===== src/sv/ptc_pkg.sv =====
// Shared types, constants and helpers for the pressure/temperature compensation block.
`timescale 1ns / 1ps

package ptc_pkg;

    // Raw pressure after the oversampling shift is at most 24 - 5 bits wide
    localparam int unsigned UP_W = 19;

    localparam logic [31:0] C_B6_OFFSET = 32'd4000;
    localparam logic [31:0] C_P_MUL1    = 32'd3038;
    localparam logic [31:0] C_P_MUL2    = 32'hFFFF_E343;  // -7357
    localparam logic [31:0] C_P_ADD     = 32'd3791;
    localparam logic [31:0] C_B7_SCALE  = 32'd50000;
    localparam logic [31:0] C_B4_BIAS   = 32'd32768;
    localparam logic [31:0] C_LARGE     = 32'h8000_0000;
    localparam logic [31:0] C_T_ROUND   = 32'd8;
    localparam logic [31:0] C_Q_ROUND   = 32'd2;

    typedef enum logic [1:0] {
        REG_CALIB_A = 2'd0,
        REG_CALIB_B = 2'd1,
        REG_CALIB_C = 2'd2,
        REG_OSS     = 2'd3
    } ptc_reg_idx_t;

    typedef struct packed {
        logic [15:0] ac1;
        logic [15:0] ac2;
        logic [15:0] ac3;
        logic [15:0] ac4;
        logic [15:0] ac5;
        logic [15:0] ac6;
        logic [15:0] b1;
        logic [15:0] b2;
        logic [15:0] mc;
        logic [15:0] md;
        logic [1:0]  oss;
    } ptc_coef_t;

    // Classified item handed from the front to the back
    typedef struct packed {
        logic [UP_W-1:0] up;
        logic [31:0]     x1;
        logic [31:0]     den_mag;
        logic            q_neg;
        logic            err;
    } ptc_item_t;

    typedef struct packed {
        logic [UP_W-1:0] up;
        logic [31:0]     x1;
        logic            q_neg;
        logic            err;
    } ptc_tdiv_tag_t;

    typedef struct packed {
        logic [15:0] t;
        logic        err;
        logic        big_q;
    } ptc_pdiv_tag_t;

    function automatic logic [31:0] sx16(input logic [15:0] v);
        return {{16{v[15]}}, v};
    endfunction

    function automatic logic [31:0] asr32(input logic [31:0] a, input logic [4:0] n);
        return $signed(a) >>> n;
    endfunction

endpackage


===== src/sv/ptc_front.sv =====
// Front end: accepts raw samples, forms X1 and the temperature divisor.
`timescale 1ns / 1ps

module ptc_front import ptc_pkg::*;
(
    input  logic      clk,
    input  logic      rst_n,
    input  ptc_coef_t coef,
    input  logic      in_valid,
    output logic      in_ready,
    input  logic [15:0] raw_temp,
    input  logic [23:0] raw_press,
    output logic      item_valid,
    input  logic      item_ready,
    output ptc_item_t item
);

    logic            en;
    logic            f1_v_reg;
    logic [31:0]     f1_prod_reg;
    logic [UP_W-1:0] f1_up_reg;
    logic            f2_v_reg;
    ptc_item_t       f2_item_reg;

    logic [31:0]     prod_next;
    logic [3:0]      shamt;
    logic [23:0]     up_full;
    logic [31:0]     x1_next;
    logic [31:0]     den_next;
    ptc_item_t       item_next;

    assign en       = !f2_v_reg || item_ready;
    assign in_ready = en;

    assign prod_next = ({16'd0, raw_temp} - {16'd0, coef.ac6}) * {16'd0, coef.ac5};
    assign shamt     = 4'd8 - {2'd0, coef.oss};
    assign up_full   = raw_press >> shamt;

    assign x1_next  = asr32(f1_prod_reg, 5'd15);
    assign den_next = x1_next + sx16(coef.md);

    always_comb
    begin
        item_next.up      = f1_up_reg;
        item_next.x1      = x1_next;
        item_next.den_mag = den_next[31] ? (32'd0 - den_next) : den_next;
        item_next.q_neg   = coef.mc[15] ^ den_next[31];
        item_next.err     = (den_next == 32'd0);
    end

    always_ff @(posedge clk or negedge rst_n)
    begin
        if (!rst_n)
        begin
            f1_v_reg <= 1'b0;
            f2_v_reg <= 1'b0;
        end
        else if (en)
        begin
            f1_v_reg <= in_valid;
            f2_v_reg <= f1_v_reg;
        end
    end

    always_ff @(posedge clk)
    begin
        if (en)
        begin
            f1_prod_reg <= prod_next;
            f1_up_reg   <= up_full[UP_W-1:0];
            f2_item_reg <= item_next;
        end
    end

    assign item_valid = f2_v_reg;
    assign item       = f2_item_reg;

endmodule


===== config.mk =====
export PLATFORM = sky130hd
export DESIGN_NAME = ptc_front
export DESIGN_NICKNAME = d
export VERILOG_FILES = /design/src/sv/ptc_pkg.sv /design/src/sv/ptc_front.sv
export SDC_FILE = /design/constraint.sdc
export NUM_CORES = 1
export LEC_CHECK = 0
export BUFFER_PORTS_ARGS = -buffer_cell sky130_fd_sc_hd__buf_2
export CELL_PAD_IN_SITES_DETAIL_PLACEMENT = 2
export CELL_PAD_IN_SITES_GLOBAL_PLACEMENT = 2
export CORE_UTILIZATION = 33
export CTS_CLUSTER_DIAMETER = 120
export DETAILED_ROUTE_END_ITERATION = 6
export HOLD_SLACK_MARGIN = 0.08
export PLACE_DENSITY_LB_ADDON = 0.05
export SYNTH_ARGS = -nofsm -noshare
export SYNTH_HDL_FRONTEND = slang
export SYNTH_SLANG_ARGS = --single-unit

===== constraint.sdc =====
create_clock -name clk -period 3.2 [get_ports clk]
set_input_delay 0.16 -clock clk [delete_from_list [all_inputs] [get_ports clk]]
set_output_delay 0.16 -clock clk [all_outputs]
set_load 0.03 [all_outputs]

==> results.yml, run 1 <==
outcome:
  run_status: "finished with violations"
  violations: "negative setup slack"
floorplan:
  io_pins: 293
  start_util: 0.335
  fp.dieW_um: 217
  die_area_mm2: 0.0470
  core_mm2: 0.0455
  row_count: 78
  die_y_um: 217
sta:
  finClkSkew_ps: 9.78
  setup_slack_ps: -3830
  post-route-period-util: 2.20
  drv_slew: 0
  rsz0062_at_grt: "true"
  worst_pin_slew_ps: 980
  fmax_ghz: 0.142
  hold_violations: 0
  setup_violations: 18
  min_period_ps: 7030
  maxSlewHeadroom: 0.347
clock_tree:
  clockBufferDepth: 2
  cts_root_buf: "clkbuf_16"
  numCtsBuffers: 9
  path_clk_slew_ps: 70
  h-tree-depth: 3
  clk_latency_ps: 370
  cts_tree: "yes"
  cts.sinks: 95
cells_and_area:
  largest_register_ffs: 57
  area_delta_synth_final_pct: 31.9
  post-route-util: 0.441
  drive_gt1_frac: 0.332
  n_fill_cell: 4901
  diodes: 0
  fin_nets: 2547
worst_setup_path:
  end_kind: "flop"
  critPathMaxFanout: 5
  reg2reg_to: "item[18]"
  endpoint: "f1_prod_reg[31]"
  critPathMaxStageDelay_ps: 590
  crit_type: "primary input to flop"
  startpoint_type: "primary input"
  timing.rr.start: "f1_prod_reg[15]"
  worst-r2r-cell-count: 10
  critPathLaunch: "raw_temp[8]"
  crit_path_frequent_cell: "fa_1"
  crit_slowest_cell: "fa_2"
  required_ps: 3320
  rrSetupSlack_ps: -80
  cp.arrival_ps: 7150
worst_hold_path:
  min_path_type: "primary input to async pin"
place:
  globalplace.congestion: 0.809
  hpwl_mm: 38.9
  port_buffers: 177
route:
  ant_nets: 0
  num_vias: 11714
  drtIter0Drc: 266
  remaining_drc_errors: 0
  wl_per_cell_um: 17.5
  first_pass_iters: 4
  wirelength_mm: 45.0
  post_drt_via_cell_ratio: 4.56
yosys:
  synth_ff_type: "edfxtp_1"
  ys_seq_area_frac: 0.187
  synthArstFlopShare: 0.0211
  yosys_warnings: 0
  synth_edf_count: 93
  ys_ff_latch: 95
  synth.net_count: 2148
  synth_top_area_cell: "fa_1"
  syn_area_mm2: 0.0152
  syn_inst: 1564
  synth_top_area_frac: 0.345
  synthTopCellsByArea: "fa_1 34%, edfxtp_1 18%, ha_1 9.5%, inv_1 8.6%, and2_1 4.8%"
  synthTopCellsByCount: "350 x inv_1, 262 x fa_1, 180 x nand2_1"
  avgSynthCellArea_um2: 9.73
  ys_types: 67
  yosys.cell_count.top_type: "inv_1"
grt:
  grt_pass1_wl_mm: 73.4
  grt_max_degree: 53
  grt.overflow.total: 0
  grt_use_total: 0.199
  grt_pass1_vias: 13676
  antenna_found_initial: 1
job:
  max_cap_violations: 0
## stage by stage
stage          hold slack [ps]  TNS, ps  cells  cell area (um2)  worst slack, ps
2_1_floorplan             -136   -57460   1564            15500            -3610
3_3_place_gp             -53.9   -67700   2500            18600            -4210
3_5_place_dp             -48.8   -71570   2500            18600            -4430
4_1_cts                   87.0   -59540   2543            19500            -3740
5_1_grt                   99.9   -67380   2568            20100            -4160
6_report                   108   -61670   2568            20100            -3830
## layout make-up
type	count	area (um2)	share of cell area
Tap cell	600	751	0.0374
Clock buffer	10	229	0.0114
Inverter	351	1330	0.0663
Clock inverter	6	67.6	0.00337
Multi-Input combinational cell	1043	11500	0.575
Sequential cell	95	2840	0.142
Timing Repair Buffer	463	3300	0.165
## what timing repair did
action	CTS	global route
endpoints found under the setup margin	25	34
endpoints found under the hold margin	4	0
setup buffers	26	26
hold buffers	3	0
pin swaps	83	90
resized for setup	90	99
## kinds of logic after synthesis
logic type               Yosys count  synth area share
buffers and inverters            426             0.112
AND/OR/NAND/NOR                  417             0.137
adder cells (fa/ha/maj)          379             0.441
AO/OA/AOI/OAI                    141            0.0586
flip-flops                        95             0.187
XOR/XNOR                          78            0.0466
multiplexers                      27            0.0182
other                              1          0.000246
## how the worst min path moves through the flow
stage,cells past startpoint,endpoint,slack [ps]
after global placement,1,item_valid,-50
after global routing,2,item_valid,100
after detailed placement,1,item_valid,-50
final,2,f1_v_reg,110
after CTS,2,f1_v_reg,90
after floorplan,0,f1_v_reg,-140
## worst max-delay path: cells and delay by family
kind                       cells  cell delay (ps)
AOI/OAI and AO/OA              8             1330
xor gates and xnor gates       2              240
and+or+nand+nor                6             1340
buffers and inverters          7              540
adders and majority gates      8             3540
## metal layers
layer | global-route usage | vias to the layer above | routed length (um)
li1 | - | 5564 | -
met1 | 0.265 | 5971 | 20600
met2 | 0.353 | 151 | 23000
met3 | 0.0126 | 26 | 877
met4 | 0.0437 | 2 | 523
met5 | 0 | - | 10
## placed cells by master (no fill, tap or decap), types with 9 or more instances in the layout
cell type	n
nand2_1	171
nor3_1	9
xnor2_1	49
o21ai_0	26
xor2_1	14
inv_1	327
ha_1	100
nor2_1	28
clkbuf_16	9
fa_1	241
a21oi_1	19
buf_4	245
mux2i_1	21
a21o_1	14
nand2b_1	12
and2_1	105
nand3_1	10
ha_4	14
nor2b_1	23
buf_2	171
fa_2	21
inv_2	20
a21oi_2	13
and2_4	11
buf_6	33
edfxtp_1	93
Power of run 1 is left out: the tool's default activity adds up to more than one toggle a clock period on the data nets, which glitch-free logic cannot reach.
==> run 2: changes to the inputs <==
--- a/config.mk
+++ b/config.mk
@@ -12,7 +12,7 @@
 export CTS_CLUSTER_DIAMETER = 120
 export DETAILED_ROUTE_END_ITERATION = 6
 export HOLD_SLACK_MARGIN = 0.08
-export PLACE_DENSITY_LB_ADDON = 0.05
+export PLACE_DENSITY_LB_ADDON = 0.1
 export SYNTH_ARGS = -nofsm -noshare
 export SYNTH_HDL_FRONTEND = slang
 export SYNTH_SLANG_ARGS = --single-unit
==> results.yml, run 2 (synthesized netlist as in run 1, its figures left out) <==
clock_tree:
  clk_latency_ps: 360
  path_clk_slew_ps: 70
  cts.sinks: 95
  cts_root_buf: "clkbuf_16"
  clockBufferDepth: 2
  numCtsBuffers: 9
  cts_tree: "yes"
  h-tree-depth: 3
cells_and_area:
  fin_nets: 2507
  drive_gt1_frac: 0.299
  n_fill_cell: 4920
  area_delta_synth_final_pct: 29.0
  final_cell_mix: "339 x inv_1, 248 x fa_1, 218 x buf_4, 177 x nand2_1, 174 x buf_2"
  seq_area_mm2: 0.00284
  multi_input_area_mm2: 0.0114
  largest_register_ffs: 57
  final_common_cell: "inv_1"
sta:
  worst_pin_slew_ps: 589
  setup_violations: 17
  finClkSkew_ps: 7.12
  hold_ws_ps: 108
  rsz0062_at_grt: "true"
  fmax_ghz: 0.143
  setup_slack_ps: -3780
  maxSlewHeadroom: 0.607
  min_period_ps: 6980
  post-route-period-util: 2.18
  drv_slew: 0
  hold_violations: 0
floorplan:
  die_y_um: 217
  core_mm2: 0.0455
  start_util: 0.335
  fp.dieW_um: 217
  io_pins: 293
  die_area_mm2: 0.0470
  row_count: 78
outcome:
  run_status: "finished with violations"
  violations: "negative setup slack"
route:
  drtIter0Drc: 199
  wl_met1_mm: 20.1
  wl_per_cell_um: 17.1
  first_pass_iters: 4
  wirelength_mm: 43.3
  post_drt_via_cell_ratio: 4.55
  dr_wl_met2_mm: 21.8
  ant_nets: 0
  wl_met3_um: 874
  num_vias: 11520
  remaining_drc_errors: 0
  highest-signal-layer: "met4"
worst_setup_path:
  crit_path_frequent_cell: "fa_1"
  crit_type: "primary input to flop"
  critPathMaxStageDelay_ps: 560
  cp.arrival_ps: 7100
  startpoint_type: "primary input"
  crit_slowest_cell: "fa_1"
  end_kind: "flop"
  required_ps: 3310
  critPathMaxFanout: 4
  critPathTopFamily: "adder cells"
  worstPathBufferInverterCount: 11
grt:
  grt_use_total: 0.191
  grt_max_degree: 56
  grt.overflow.total: 0
  grt_pass1_wl_mm: 70.8
  antenna_found_initial: 4
  grt_pass1_vias: 13364
place:
  globalplace.congestion: 0.783
  port_buffers: 177
  hpwl_mm: 37.8
worst_hold_path:
  min_path_type: "primary input to async pin"
job:
  max_cap_violations: 0
-- run 2: changes by cell type in the layout (fill, tap and decap cells not counted), sizes merged --
cell and change:
buf -40, clkbuf -1, diode +2, inv +1
-- run 2: per-layer routing --
| layer | global-route usage | vias up |
|---|---|---|
| li1 | - | 5483 |
| met1 | 0.256 | 5860 |
| met2 | 0.337 | 150 |
| met3 | 0.0164 | 27 |
| met4 | 0.0354 | 0 |
| met5 | 0 | - |
-- run 2: worst register-to-register path: cells and delay by family (launching register included) --
| family | cells | cell delay (ps) |
|---|---|---|
| compound gates | 4 | 890 |
| xor+xnor | 2 | 210 |
| fa+ha+maj | 2 | 560 |
| flops | 1 | 450 |
| simple gates | 3 | 830 |
-- run 2: per-stage QoR --
step	util	instances	worst slack [ps]	setup TNS [ps]	area [um2]
after floorplan	-	1564	-3610	-57460	15500
after global placement	0.406	2477	-4260	-69250	18500
after detailed placement	0.406	2477	-4470	-72130	18500
after CTS	0.424	2517	-3790	-61090	19300
after global routing	0.432	2530	-4090	-66490	19600
final	0.432	2530	-3780	-61330	19600
-- run 2: final cells by class --
cell class / instances / share of cell area
Multi-Input combinational cell: 1043 / 0.582
Timing Repair Buffer: 423 / 0.151
Sequential cell: 95 / 0.145
Inverter: 351 / 0.0676
Tap cell: 600 / 0.0382
Clock buffer: 9 / 0.0115
Clock inverter: 7 / 0.00389
Antenna cell: 2 / 0.000255
-- run 2: repair_timing --
| item | 4_1_cts | 5_1_grt |
|---|---|---|
| setup buffers | 26 | 14 |
| pin swaps | 74 | 52 |
| hold buffers | 3 | 0 |
| gates resized for setup | 68 | 52 |
| cloned | 0 | 0 |
| endpoints found under the hold margin | 4 | 0 |
| setup endpoints to repair | 24 | 30 |
-- run 2: final timing paths --
path	start	end	slack (ps)	depth (start not counted)
min reg2reg	f1_up_reg[5]	item[71]	420	0
min	rst_n	f1_v_reg	110	2
max reg2reg	f1_prod_reg[15]	item[18]	0	11
min in group clk	coef[2]	item[2]	140	2
max	coef[67]	f1_prod_reg[28]	-3780	35
max in group asynchronous	rst_n	item_valid	3000	2
Power of run 2 is left out for the same reason.
