===== config.mk =====
export PLATFORM = sky130hd
export DESIGN_NAME = ptc_fifo
export DESIGN_NICKNAME = d
export VERILOG_FILES = /design/src/sv/ptc_pkg.sv /design/src/sv/ptc_fifo.sv
export SDC_FILE = /design/constraint.sdc
export NUM_CORES = 1
export LEC_CHECK = 0
export ABC_AREA = 0
export ABC_CLOCK_PERIOD_IN_PS = 2850
export BUFFER_PORTS_ARGS = -buffer_cell sky130_fd_sc_hd__buf_2
export CORE_MARGIN = 2
export CORE_UTILIZATION = 59
export CTS_BUF_LIST = sky130_fd_sc_hd__clkbuf_4
export DETAILED_ROUTE_END_ITERATION = 7
export PLACE_DENSITY = 0.82
export RECOVER_POWER = 25
export SYNTH_ARGS = -nofsm -noshare
export SYNTH_HDL_FRONTEND = slang
export SYNTH_SLANG_ARGS = --single-unit

===== constraint.sdc =====
create_clock -name clk -period 2.85 [get_ports clk]
set_input_delay 0.285 -clock clk [delete_from_list [all_inputs] [get_ports clk]]
set_output_delay 0.285 -clock clk [all_outputs]
set_load 0.1 [all_outputs]

===== src/sv/ptc_pkg.sv =====
// Shared types, constants and helpers for the pressure/temperature compensation block.
`timescale 1ns / 1ps

package ptc_pkg;

    // Raw pressure after the oversampling shift is at most 24 - 5 bits wide
    localparam int unsigned UP_W = 19;

    localparam logic [31:0] C_B6_OFFSET = 32'd4000;
    localparam logic [31:0] C_P_MUL1    = 32'd3038;
    localparam logic [31:0] C_P_MUL2    = 32'hFFFF_E343;  // -7357
    localparam logic [31:0] C_P_ADD     = 32'd3791;
    localparam logic [31:0] C_B7_SCALE  = 32'd50000;
    localparam logic [31:0] C_B4_BIAS   = 32'd32768;
    localparam logic [31:0] C_LARGE     = 32'h8000_0000;
    localparam logic [31:0] C_T_ROUND   = 32'd8;
    localparam logic [31:0] C_Q_ROUND   = 32'd2;

    typedef enum logic [1:0] {
        REG_CALIB_A = 2'd0,
        REG_CALIB_B = 2'd1,
        REG_CALIB_C = 2'd2,
        REG_OSS     = 2'd3
    } ptc_reg_idx_t;

    typedef struct packed {
        logic [15:0] ac1;
        logic [15:0] ac2;
        logic [15:0] ac3;
        logic [15:0] ac4;
        logic [15:0] ac5;
        logic [15:0] ac6;
        logic [15:0] b1;
        logic [15:0] b2;
        logic [15:0] mc;
        logic [15:0] md;
        logic [1:0]  oss;
    } ptc_coef_t;

    // Classified item handed from the front to the back
    typedef struct packed {
        logic [UP_W-1:0] up;
        logic [31:0]     x1;
        logic [31:0]     den_mag;
        logic            q_neg;
        logic            err;
    } ptc_item_t;

    typedef struct packed {
        logic [UP_W-1:0] up;
        logic [31:0]     x1;
        logic            q_neg;
        logic            err;
    } ptc_tdiv_tag_t;

    typedef struct packed {
        logic [15:0] t;
        logic        err;
        logic        big_q;
    } ptc_pdiv_tag_t;

    function automatic logic [31:0] sx16(input logic [15:0] v);
        return {{16{v[15]}}, v};
    endfunction

    function automatic logic [31:0] asr32(input logic [31:0] a, input logic [4:0] n);
        return $signed(a) >>> n;
    endfunction

endpackage


===== src/sv/ptc_fifo.sv =====
// Small item queue between front and back.
`timescale 1ns / 1ps

module ptc_fifo import ptc_pkg::*;
#(
    parameter int DEPTH = 4
)
(
    input  logic      clk,
    input  logic      rst_n,
    input  logic      wr_valid,
    output logic      wr_ready,
    input  ptc_item_t wr_data,
    output logic      rd_valid,
    input  logic      rd_ready,
    output ptc_item_t rd_data
);

    localparam int AW = (DEPTH > 1) ? $clog2(DEPTH) : 1;
    localparam int CW = $clog2(DEPTH + 1);

    ptc_item_t      slot_reg [DEPTH];
    logic [AW-1:0]  wr_ptr_reg;
    logic [AW-1:0]  rd_ptr_reg;
    logic [CW-1:0]  count_reg;
    logic [AW-1:0]  wr_ptr_next;
    logic [AW-1:0]  rd_ptr_next;
    logic           push;
    logic           pop;

    assign wr_ready = (count_reg != CW'(DEPTH));
    assign rd_valid = (count_reg != '0);
    assign push     = wr_valid && wr_ready;
    assign pop      = rd_valid && rd_ready;
    assign rd_data  = slot_reg[rd_ptr_reg];

    assign wr_ptr_next = (wr_ptr_reg == AW'(DEPTH - 1)) ? '0 : wr_ptr_reg + 1'b1;
    assign rd_ptr_next = (rd_ptr_reg == AW'(DEPTH - 1)) ? '0 : rd_ptr_reg + 1'b1;

    always_ff @(posedge clk or negedge rst_n)
    begin
        if (!rst_n)
        begin
            wr_ptr_reg <= '0;
            rd_ptr_reg <= '0;
            count_reg  <= '0;
        end
        else
        begin
            if (push)
            begin
                wr_ptr_reg <= wr_ptr_next;
            end
            if (pop)
            begin
                rd_ptr_reg <= rd_ptr_next;
            end
            if (push && !pop)
            begin
                count_reg <= count_reg + 1'b1;
            end
            else if (pop && !push)
            begin
                count_reg <= count_reg - 1'b1;
            end
        end
    end

    always_ff @(posedge clk)
    begin
        if (push)
        begin
            slot_reg[wr_ptr_reg] <= wr_data;
        end
    end

endmodule


==> results of run 1 <==
==> cell usage in the layout, fill, tap and decap left out <==
master and n:
edfxtp_1 340, or3_2 1, xnor2_1 1, mux2_4 2, buf_2 119, clkbuf_4 125, buf_4 13, buf_12 8
dfrtp_1 5, nor2_1 3, xor2_1 2, dlygate4sd3_1 88, clkbuf_1 56, mux2_2 3, and2_4 1, inv_1 3
mux4_2 85, clkinv_1 18, or3b_4 1, diode_2 2, buf_16 1, inv_2 3, dfrtp_4 2, clkinv_2 1
and3_4 4, nand2_1 1, fa_1 1, ha_1 6
==> per-stage QoR <==
step,utilization,std cells,instance area (um^2),hold slack [ns]
3_3_place_gp,0.6655,929,14030,0.1206
2_1_floorplan,-,481,12690,-0.01059
3_5_place_dp,0.6655,929,14030,0.1294
6_report,0.7556,1170,15930,0.1094
5_1_grt,0.7555,1169,15930,0.08577
4_1_cts,0.7587,1168,16000,0.06790
==> tightest hold or removal path: stages <==
cell    delay [ns]
buf_2         0.13
and2_4        0.18
mux2_4        0.15
==> Yosys cell counts <==
master    number
mux4_2        85
ha_1           6
or3b_4         1
and3_2         4
clkbuf_1       5
edfxtp_1     340
nor2_1         3
mux2_2         3
buf_6          4
xor2_1         2
buf_2         11
mux2_4         2
fa_1           1
nand2_1        1
inv_1          3
or3_2          1
xnor2_1        1
dfrtp_1        7
and2_4         1
==> cell families after synthesis <==
group	Yosys count	share of synthesized area
buf+inv	23	0.01026
flops	347	0.8185
xor+xnor	3	0.002071
fa+ha+maj	7	0.007495
mux	90	0.1559
simple gates	11	0.005720
==> final timing paths <==
check / start / end / slack [ns] / depth (start not counted)
min in group asynchronous: rst_n / rd_ptr_reg[1]$_DFFE_PN0P_ / 0.59 / 3
max in group asynchronous: rst_n / rd_ptr_reg[0]$_DFFE_PN0P_ / 1.99 / 3
worst min-delay path: wr_valid / wr_ptr_reg[0]$_DFFE_PN0P_ / 0.11 / 3
worst min register to register: count_reg[2]$_DFFE_PN0P_ / count_reg[2]$_DFFE_PN0P_ / 0.50 / 1
worst max-delay path: rd_ptr_reg[0]$_DFFE_PN0P_ / rd_data[48] / 0.19 / 3
worst max register to register: count_reg[1]$_DFFE_PN0P_ / count_reg[2]$_DFFE_PN0P_ / 0.60 / 8
==> repair_timing <==
action / CTS / global route
endpoints found under the hold margin: 348 / 0
setup buffers: 4 / 0
hold buffers: 88 / 0
setup endpoints to repair: 67 / 0
==> cell type report <==
class / instances / area (um^2)
Fill cell: 1196 / 5154
Clock buffer: 125 / 938.4
Clock inverter: 22 / 83.83
Antenna cell: 2 / 5.005
Inverter: 3 / 11.26
Tap cell: 275 / 344.1
Timing Repair Buffer: 285 / 1972
Sequential cell: 347 / 10390
Multi-Input combinational cell: 111 / 2187
==> layer usage <==
metal,global-route usage,routed length [um]
met5,0,13
met4,0.09112,571
met3,0.06000,1347
met2,0.4127,13870
met1,0.2831,9807
==> impl_summary.txt, run 1 <==
----------------------------------------------------
[Detailed routing]
  Remaining routing DRC violations ... 0
  Vias per cell ... between 5 and 6
  Total detailed-routing wirelength ... 25,610 um
  Mean routed wirelength per cell ... 21.88 um
  Number of nets still failing antenna checks after routing ... 0
  Count of routing violations after the opening detailed-route iteration ... approximately 360
  Via Count ... 6,417
  First-pass DRT Iterations ... 4

[Synth]
  Gate count after technology mapping ... 481
  Cell Area, Synth ... 12,690 um^2
  Mean Syn Cell Area ... 26.38 um^2
  Count of cell types in the netlist ... 19
  Yosys warnings ... 0
  Post-Syn Nets ... 577
  Dominant cells by area after synthesis ... edfxtp_1, mux4_2, dfrtp_1
  Cell type with the largest total area after synthesis ... edfxtp_1
  Sequential fraction of the synthesis area ... 0.8185
  Top cell type's share of synthesized area ... 0.8047
  #FFs+latches synth ... 347

[Clock network]
  Clock-pin slew on the worst setup and hold paths ... roughly 0.070 ns
  Clock latency on the worst-skew pair ... slightly below 0.7 ns
  Clock tree from TritonCTS ... built
  Root Driver ... clkbuf_4
  Maximum root-to-sink buffer count ... 3
  Number of buffers created by CTS ... 82
  Clock tree sinks ... 347
  Total of cells resized after clock tree synthesis ... 0
  Depth of the CTS H-tree ... 3

[Critical path]
  Critical path's largest stage delay ... around 0.56 ns
  Delay-heaviest family, CP ... buffers and inverters
  Worst-path cell chain ... buf_12, mux4_2, buf_2
  Type of the setup path with the least slack ... flip-flop to output pin
  Data required time at the worst endpoint ... between 2 and 3 ns
  Endpoint kind of the worst setup timing path ... output pin
  Startpoint type of the worst setup path ... flip-flop
  Number of buffers and inverters on the critical path ... 2
  Crit-path slowest cell ... mux4_2
  Highest net fanout along the worst path ... 28
  Critical Path AT ... 2.38 ns

[Timing]
  Final number of max-transition violations ... 0
  Max-Slew Margin vs Limit ... 0.6402
  Final setup slack of the worst path ... 0.1854 ns
  Shortest period the worst path allows ... 2.665 ns
  Highest achievable clock rate ... between 0.3 and 0.4 GHz
  Setup TNS ... 0 ns
  Layout Skew ... 0.02901 ns
  Final setup vio count ... 0
  Final cycle utilization of the critical path ... 0.9349
  Measured slew at the worst slew-check pin ... 0.5434 ns
  Final-report hold violation count ... 0
  RSZ-0062 raised after global routing ... no

[Placement]
  Pre-CTS setup slack ... 0.5581 ns
  Gp weighted congestion ... just over 0.7
  Number of buffer cells added on primary ports ... 175
  HPWL after detailed placement ... 14,760 um

[Global route]
  Maximum number of pins on one net before global-route repair ... 41
  Number of antenna violations at the first check in global routing ... 3
  Aggregate global-route resource usage ... 0.2355
  Grt total ovfl ... 0
  Number of global-route vias before repair ... roughly 7.1k
  Global-route wire length before repair ... ~39,000 um

[Die]
  Area of the placeable core ... 21,090 um^2
  Overall die height ... 150.6 um
  Starting utilization of the core area ... 0.6016
  Area enclosed by the die boundary ... ~23,000 um^2
  Die width ... between 150 and 200 um
  Std cell rows ... 53
  Count of boundary I/O pins ... 176

[Finish]
  Largest register FFs ... 340
  Final net count ... roughly 930
  Share of cells above drive strength 1 ... 0.4132
  Layout area overhead ... 25.59%

[Worst hold path]
  Hold/Removal Path Class ... primary input to flip-flop

[Run]
  Max-Cap Viols ... 0

[Outcome]
  Status ... finished clean

----------------------------------------------------
Power of run 1 is left out: the tool's default activity adds up to more than one toggle a clock period on the data nets, which glitch-free logic cannot reach.
==> inputs of run 2 (changes only) <==
--- a/config.mk
+++ b/config.mk
@@ -8,10 +8,10 @@
 export ABC_AREA = 0
 export ABC_CLOCK_PERIOD_IN_PS = 2850
 export BUFFER_PORTS_ARGS = -buffer_cell sky130_fd_sc_hd__buf_2
-export CORE_MARGIN = 2
 export CORE_UTILIZATION = 59
 export CTS_BUF_LIST = sky130_fd_sc_hd__clkbuf_4
 export DETAILED_ROUTE_END_ITERATION = 7
+export GPL_TIMING_DRIVEN = 1
 export PLACE_DENSITY = 0.82
 export RECOVER_POWER = 25
 export SYNTH_ARGS = -nofsm -noshare
==> run 2 against run 1 <==
Non-clock buffer count is the same. Register-to-register slack worse by 0.02 ns. Sequential cell count unchanged. Worst hold slack got worse by 0.0066 ns. Critical path depth is the same. Final cell count fell by 0.51%. Setup slack lost 0.049 ns. Design area hardly changed.
==> impl_summary.txt, run 2 (synthesis gave the netlist of run 1 again) <==
----------------------------------------------------
[Outcome]
  Status ... finished clean

[Timing]
  Final number of max-transition violations ... 0 (unchanged)
  RSZ-0062 raised after global routing ... no
  Final-report hold violation count ... 0 (unchanged)
  Measured slew at the worst slew-check pin ... 0.7741 ns (+0.2307 ns)
  Max-Slew Margin vs Limit ... 0.4839 (-0.1563)
  Layout Skew ... 0.02119 ns (-0.007818 ns)
  Highest achievable clock rate ... 0.3686 GHz (-1.8%)
  Shortest period the worst path allows ... 2.713 ns (+0.04852 ns)
  Setup TNS ... 0 ns (unchanged)
  Final setup vio count ... 0 (unchanged)
  Final cycle utilization of the critical path ... 0.9520 (+0.01702)

[Finish]
  Number of filler cells placed in the layout ... 1,183 (-1.1%)
  Layout area overhead ... 25.63% (about the same)
  Footprint of the multi-input gates ... 2187 um^2 (unchanged)
  Register area ... 10,390 um^2 (unchanged)
  Share of cells above drive strength 1 ... 0.4120 (-0.001250)
  Commonest non-fill, non-tap cells in the layout ... edfxtp_1, buf_2, clkbuf_4
  Largest register FFs ... 340 (unchanged)
  Most common cell after layout, fill and taps aside ... edfxtp_1
  Final net count ... 930 (+0.43%)

[Critical path]
  Highest net fanout along the worst path ... 44 (+57%)
  Startpoint type of the worst setup path ... flip-flop
  Setup slack on the worst flop-to-flop path ... 0.58 ns (-0.02 ns)
  Critical Path AT ... 2.43 ns (+0.05 ns)
  Critical path's largest stage delay ... 0.69 ns (+0.13 ns)
  Launch point of the critical path ... rd_ptr_reg[1]$_DFFE_PN0P_
  Crit-path slowest cell ... dfrtp_4
  Endpoint kind of the worst setup timing path ... output pin
  Data required time at the worst endpoint ... 2.57 ns (about the same)
  Type of the setup path with the least slack ... flip-flop to output pin
  R2R Path Start ... count_reg[0]$_DFFE_PN0P_
  End point of the critical path ... rd_data[67]
  Crit Reg-Reg Endpoint ... count_reg[2]$_DFFE_PN0P_
  Worst-path cell chain ... buf_12, mux4_2, buf_2
  Cell depth of the worst flop-to-flop path ... 8 (unchanged)

[Worst hold path]
  Hold/Removal Path Class ... primary input to flip-flop

[Detailed routing]
  Number of nets still failing antenna checks after routing ... 0 (unchanged)
  First-pass DRT Iterations ... 4 (unchanged)
  Vias per cell ... 5.491 (+0.12%)
  Mean routed wirelength per cell ... 21.17 um (-3.3%)
  Count of routing violations after the opening detailed-route iteration ... 323 (-9.8%)
  Total detailed-routing wirelength ... 24,640 um (-3.8%)
  Remaining routing DRC violations ... 0 (unchanged)
  Via Count ... 6,392 (-0.39%)

[Die]
  Count of boundary I/O pins ... 176 (unchanged)
  Std cell rows ... 53 (unchanged)
  Die width ... 148.6 um (-1.3%)
  Area of the placeable core ... 21,020 um^2 (-0.31%)
  Overall die height ... 148.6 um (-1.3%)
  Area enclosed by the die boundary ... 22,090 um^2 (-2.6%)
  Starting utilization of the core area ... 0.6035 (+0.001898)

[Clock network]
  Clock-pin slew on the worst setup and hold paths ... 0.07 ns (about the same)
  Depth of the CTS H-tree ... 3 (unchanged)
  Clock tree from TritonCTS ... built
  Number of buffers created by CTS ... 86 (+4.9%)
  Maximum root-to-sink buffer count ... 3 (unchanged)
  Clock latency on the worst-skew pair ... 0.68 ns (about the same)
  Clock tree sinks ... 347 (unchanged)
  Root Driver ... clkbuf_4

[Global route]
  Grt total ovfl ... 0 (unchanged)
  Number of global-route vias before repair ... 7,085 (-0.84%)
  Number of antenna violations at the first check in global routing ... 3 (unchanged)
  Aggregate global-route resource usage ... 0.2349 (-0.0006042)
  Maximum number of pins on one net before global-route repair ... 47 (+15%)
  Global-route wire length before repair ... 37,780 um (-2.6%)

[Placement]
  Number of buffer cells added on primary ports ... 175 (unchanged)
  Gp weighted congestion ... 0.7590 (+5.2%)
  HPWL after detailed placement ... 14,320 um (-3.0%)

[Run]
  Max-Cap Viols ... 0 (unchanged)

----------------------------------------------------
==> run 2: cell types whose count changed in the layout (fill, tap and decap cells not counted) <==
cell,delta
clkbuf_4,-9
clkinv_1,-3
bufinv_16,+2
clkinv_2,+2
clkinvlp_4,+2
buf_12,+1
buf_16,-1
buf_4,-1
buf_8,+1
diode_2,+1
inv_2,-1
==> run 2: critical path: cells and delay by family, from the launching register on <==
family / cells / cell delay (ns)
buf+inv: 2 / 0.74
flops: 1 / 0.69
mux: 1 / 0.28
==> run 2: worst min path at each step <==
| stage | startpoint | end | cells past startpoint |
|---|---|---|---|
| detailed placement | rst_n | count_reg[1]$_DFFE_PN0P_ | 1 |
| CTS | wr_valid | wr_ptr_reg[1]$_DFFE_PN0P_ | 3 |
| global route | wr_valid | wr_ptr_reg[1]$_DFFE_PN0P_ | 3 |
| global placement | rst_n | count_reg[1]$_DFFE_PN0P_ | 1 |
| finish | wr_valid | wr_ptr_reg[1]$_DFFE_PN0P_ | 3 |
| floorplan | rst_n | count_reg[0]$_DFFE_PN0P_ | 0 |
==> run 2: area by class of cell <==
| type | count | area share |
|---|---|---|
| flip-flops and latches | 347 | 0.6520 |
| multi-input cells | 111 | 0.1372 |
| repair buffers | 285 | 0.1237 |
| clock buffers | 116 | 0.05464 |
| well taps | 275 | 0.02159 |
| clock inverters | 24 | 0.009655 |
| inverters | 3 | 0.0007065 |
| diodes | 3 | 0.0004710 |
==> run 2: layer usage <==
metal / routed length [um] / part of all wire / GRT usage
met1: 9458 / 0.38 / 0.2834
met5: 0 / 0 / 0
met4: 410 / 0.017 / 0.08660
met2: 13410 / 0.54 / 0.4091
met3: 1358 / 0.055 / 0.06104
==> run 2: per-stage QoR <==
step / utilization / hold slack [ns] / setup WS (ns) / cell area (um^2) / cells
floorplan: - / -0.01059 / 0.3956 / 12690 / 481
global placement: 0.6675 / 0.1202 / 0.6320 / 14030 / 927
detailed placement: 0.6675 / 0.1300 / 0.5729 / 14030 / 927
CTS: 0.7612 / 0.03681 / 0.05559 / 16000 / 1161
global route: 0.7582 / 0.06289 / 0.005374 / 15940 / 1164
finish: 0.7582 / 0.1028 / 0.1369 / 15940 / 1164
==> run 2: timing repair <==
| item | CTS | global route |
|---|---|---|
| buffers inserted | 6 | 0 |
| endpoints found under the hold margin | 349 | 0 |
| setup endpoints to repair | 68 | 0 |
| hold buffers | 88 | 0 |
| gates resized for setup | 0 | 0 |
Power of run 2 is left out for the same reason.
==> inputs of run 3 (changes only) <==
--- a/config.mk
+++ b/config.mk
@@ -6,13 +6,13 @@
 export NUM_CORES = 1
 export LEC_CHECK = 0
 export ABC_AREA = 0
-export ABC_CLOCK_PERIOD_IN_PS = 2850
+export ABC_CLOCK_PERIOD_IN_PS = 3500
 export BUFFER_PORTS_ARGS = -buffer_cell sky130_fd_sc_hd__buf_2
-export CORE_UTILIZATION = 59
+export CORE_UTILIZATION = 64
 export CTS_BUF_LIST = sky130_fd_sc_hd__clkbuf_4
 export DETAILED_ROUTE_END_ITERATION = 7
 export GPL_TIMING_DRIVEN = 1
-export PLACE_DENSITY = 0.82
+export PLACE_DENSITY = 0.88
 export RECOVER_POWER = 25
 export SYNTH_ARGS = -nofsm -noshare
 export SYNTH_HDL_FRONTEND = slang
==> constraint.sdc (replaced) <==
create_clock -name clk -period 3.5 [get_ports clk]
set_input_delay 0.35 -clock clk [delete_from_list [all_inputs] [get_ports clk]]
set_output_delay 0.35 -clock clk [all_outputs]
set_load 0.1 [all_outputs]
==> run 3 against run 2 <==
Final cell count down 1.9%. Routed wire length rose by 2.2%. Setup slack improved by 0.26 ns. Clock-buffer cell count up 2. Critical path depth unchanged. Via count fell by 0.19%. First-iteration DRC count up 32%. Clock skew increased by 0.012 ns.
==> impl_summary.txt, run 3 (synthesis gave the netlist of run 1 again) <==
----------------------------------------------------
[Outcome]
  Status ... finished clean

[Finish]
  Number of filler cells placed in the layout ... 958 (-19%)
  Share of cells above drive strength 1 ... 0.3931 (-0.01882)
  Layout area overhead ... 24.55%
  Final net count ... 914 (-1.7%)
  Most common cell after layout, fill and taps aside ... edfxtp_1
  Commonest non-fill, non-tap cells in the layout ... edfxtp_1, clkbuf_4, buf_2
  Largest register FFs ... 340 (unchanged)

[Die]
  Area of the placeable core ... 19,460 um^2 (-7.4%)
  Std cell rows ... 51 (-3.8%)
  Overall die height ... 142.8 um (-3.9%)
  Die width ... 142.8 um (-3.9%)
  Starting utilization of the core area ... 0.6519 (+0.04834)
  Count of boundary I/O pins ... 176 (unchanged)
  Area enclosed by the die boundary ... 20,390 um^2 (-7.7%)

[Placement]
  HPWL after detailed placement ... 13,600 um (-5.1%)
  Number of buffer cells added on primary ports ... 175 (unchanged)
  Gp weighted congestion ... 0.7518 (-0.95%)

[Timing]
  Setup TNS ... 0 ns (unchanged)
  Max-Slew Margin vs Limit ... 0.5493 (+0.06543)
  Final setup vio count ... 0 (unchanged)
  Measured slew at the worst slew-check pin ... 0.6760 ns (-0.09815 ns)
  Final cycle utilization of the critical path ... 0.8862
  Shortest period the worst path allows ... 3.102 ns
  Final-report hold violation count ... 0 (unchanged)
  Highest achievable clock rate ... ~0.32 GHz
  Layout Skew ... 0.03339 ns (+0.01220 ns)
  Final number of max-transition violations ... 0 (unchanged)
  RSZ-0062 raised after global routing ... no

[Critical path]
  Endpoint kind of the worst setup timing path ... output pin
  Startpoint type of the worst setup path ... flip-flop
  Worst-path cell chain ... buf_12, mux4_2, buf_2
  Cell depth of the worst flop-to-flop path ... 8 (unchanged)
  Data required time at the worst endpoint ... 3.15 ns (+0.58 ns)
  Crit Reg-Reg Endpoint ... count_reg[2]$_DFFE_PN0P_
  Crit-path slowest cell ... dfrtp_4
  Setup slack on the worst flop-to-flop path ... 1.19 ns (+0.61 ns)
  Type of the setup path with the least slack ... flip-flop to output pin
  Highest net fanout along the worst path ... 47 (+6.8%)
  Critical path's largest stage delay ... 0.73 ns (+0.04 ns)
  R2R Path Start ... count_reg[0]$_DFFE_PN0P_
  Critical Path AT ... 2.75 ns (+0.32 ns)

[Run]
  Max-Cap Viols ... 0 (unchanged)

[Detailed routing]
  Number of nets still failing antenna checks after routing ... 0 (unchanged)
  Mean routed wirelength per cell ... 22.04 um (+4.1%)
  Via Count ... 6,380 (-0.19%)
  Remaining routing DRC violations ... 0 (unchanged)
  First-pass DRT Iterations ... 4 (unchanged)
  Total detailed-routing wirelength ... 25,170 um (+2.2%)
  Vias per cell ... 5.587 (+1.7%)
  Count of routing violations after the opening detailed-route iteration ... 425 (+32%)

[Global route]
  Number of global-route vias before repair ... 7,019 (-0.93%)
  Aggregate global-route resource usage ... 0.2592 (+0.02437)
  Grt total ovfl ... 0 (unchanged)
  Maximum number of pins on one net before global-route repair ... 52 (+11%)
  Global-route wire length before repair ... 37,770 um (about the same)
  Number of antenna violations at the first check in global routing ... 2 (-1)

[Clock network]
  Depth of the CTS H-tree ... 3 (unchanged)
  Clock tree sinks ... 347 (unchanged)
  Clock latency on the worst-skew pair ... 0.67 ns (about the same)
  Maximum root-to-sink buffer count ... 3 (unchanged)
  Clock-pin slew on the worst setup and hold paths ... 0.06 ns (about the same)
  Number of buffers created by CTS ... 84 (-2.3%)
  Clock tree from TritonCTS ... built
  Root Driver ... clkbuf_4

[Worst hold path]
  End of the worst hold path ... rd_ptr_reg[1]$_DFFE_PN0P_
  Number of cells traversed by the worst hold path ... 3 (unchanged)
  Hold/Removal Path Class ... primary input to flip-flop
  HP Start ... rd_ready

----------------------------------------------------
run 3: cell count changes in the layout (fill, tap and decap cells not counted), sizes merged:
cell      delta
clkbuf       +7
buf         -19
diode        -1
clkinvlp     -2
clkinv       +2
bufinv       +1
run 3: worst max-delay path by stage:
stage	startpoint	to	slack, ns
floorplan	count_reg[1]$_DFFE_PN0P_	count_reg[2]$_DFFE_PN0P_	1.05
global placement	rd_ptr_reg[0]$_DFFE_PN0P_	rd_data[35]	1.06
detailed placement	rd_ptr_reg[0]$_DFFE_PN0P_	rd_data[77]	1.03
CTS	rd_ptr_reg[0]$_DFFE_PN0P_	rd_data[35]	0.28
global route	rd_ptr_reg[0]$_DFFE_PN0P_	rd_data[35]	0.19
finish	rd_ptr_reg[0]$_DFFE_PN0P_	rd_data[15]	0.40
run 3: critical path, delay by kind of cell (launching register included):
family	cells	cell delay [ns]
buffers and inverters	2	0.70
DFF	1	0.73
muxes	1	0.60
run 3: repair_timing:
action / in CTS / in global routing
buffers inserted: 0 / 0
endpoints found under the setup margin: 0 / 0
hold buffers: 88 / 0
resized for setup: 0 / 0
hold endpoints to repair: 347 / 0
run 3: metrics by stage:
step             util  std cells  worst slack, ns  instance area [um^2]  hold slack [ns]
2_1_floorplan       -        481            1.046                 12690          0.05441
3_3_place_gp   0.7159        909            1.063                 13930           0.1889
3_5_place_dp   0.7159        909            1.030                 13930           0.1919
4_1_cts        0.8156       1140           0.2843                 15870          0.06235
5_1_grt        0.8118       1141           0.1902                 15800           0.1007
6_report       0.8119       1142           0.3984                 15800           0.1282
run 3: final cells by class:
type / instances / area [um^2] / area share
diodes: 2 / 5.005 / 0.0003167
clock buffers: 118 / 885.9 / 0.05606
clock inverters: 25 / 172.7 / 0.01093
inverters: 3 / 11.26 / 0.0007126
multi-input cells: 111 / 2187 / 0.1384
flip-flops and latches: 347 / 10390 / 0.6577
well taps: 265 / 331.6 / 0.02098
repair buffers: 271 / 1815 / 0.1149
run 3: per-layer routing:
metal	vias up	track usage	share of wire
li1	2804	-	-
met1	3287	0.3033	0.37
met2	252	0.4569	0.55
met3	35	0.07076	0.058
met4	2	0.1036	0.019
met5	-	0	0.00032
Power of run 3 is left out for the same reason.
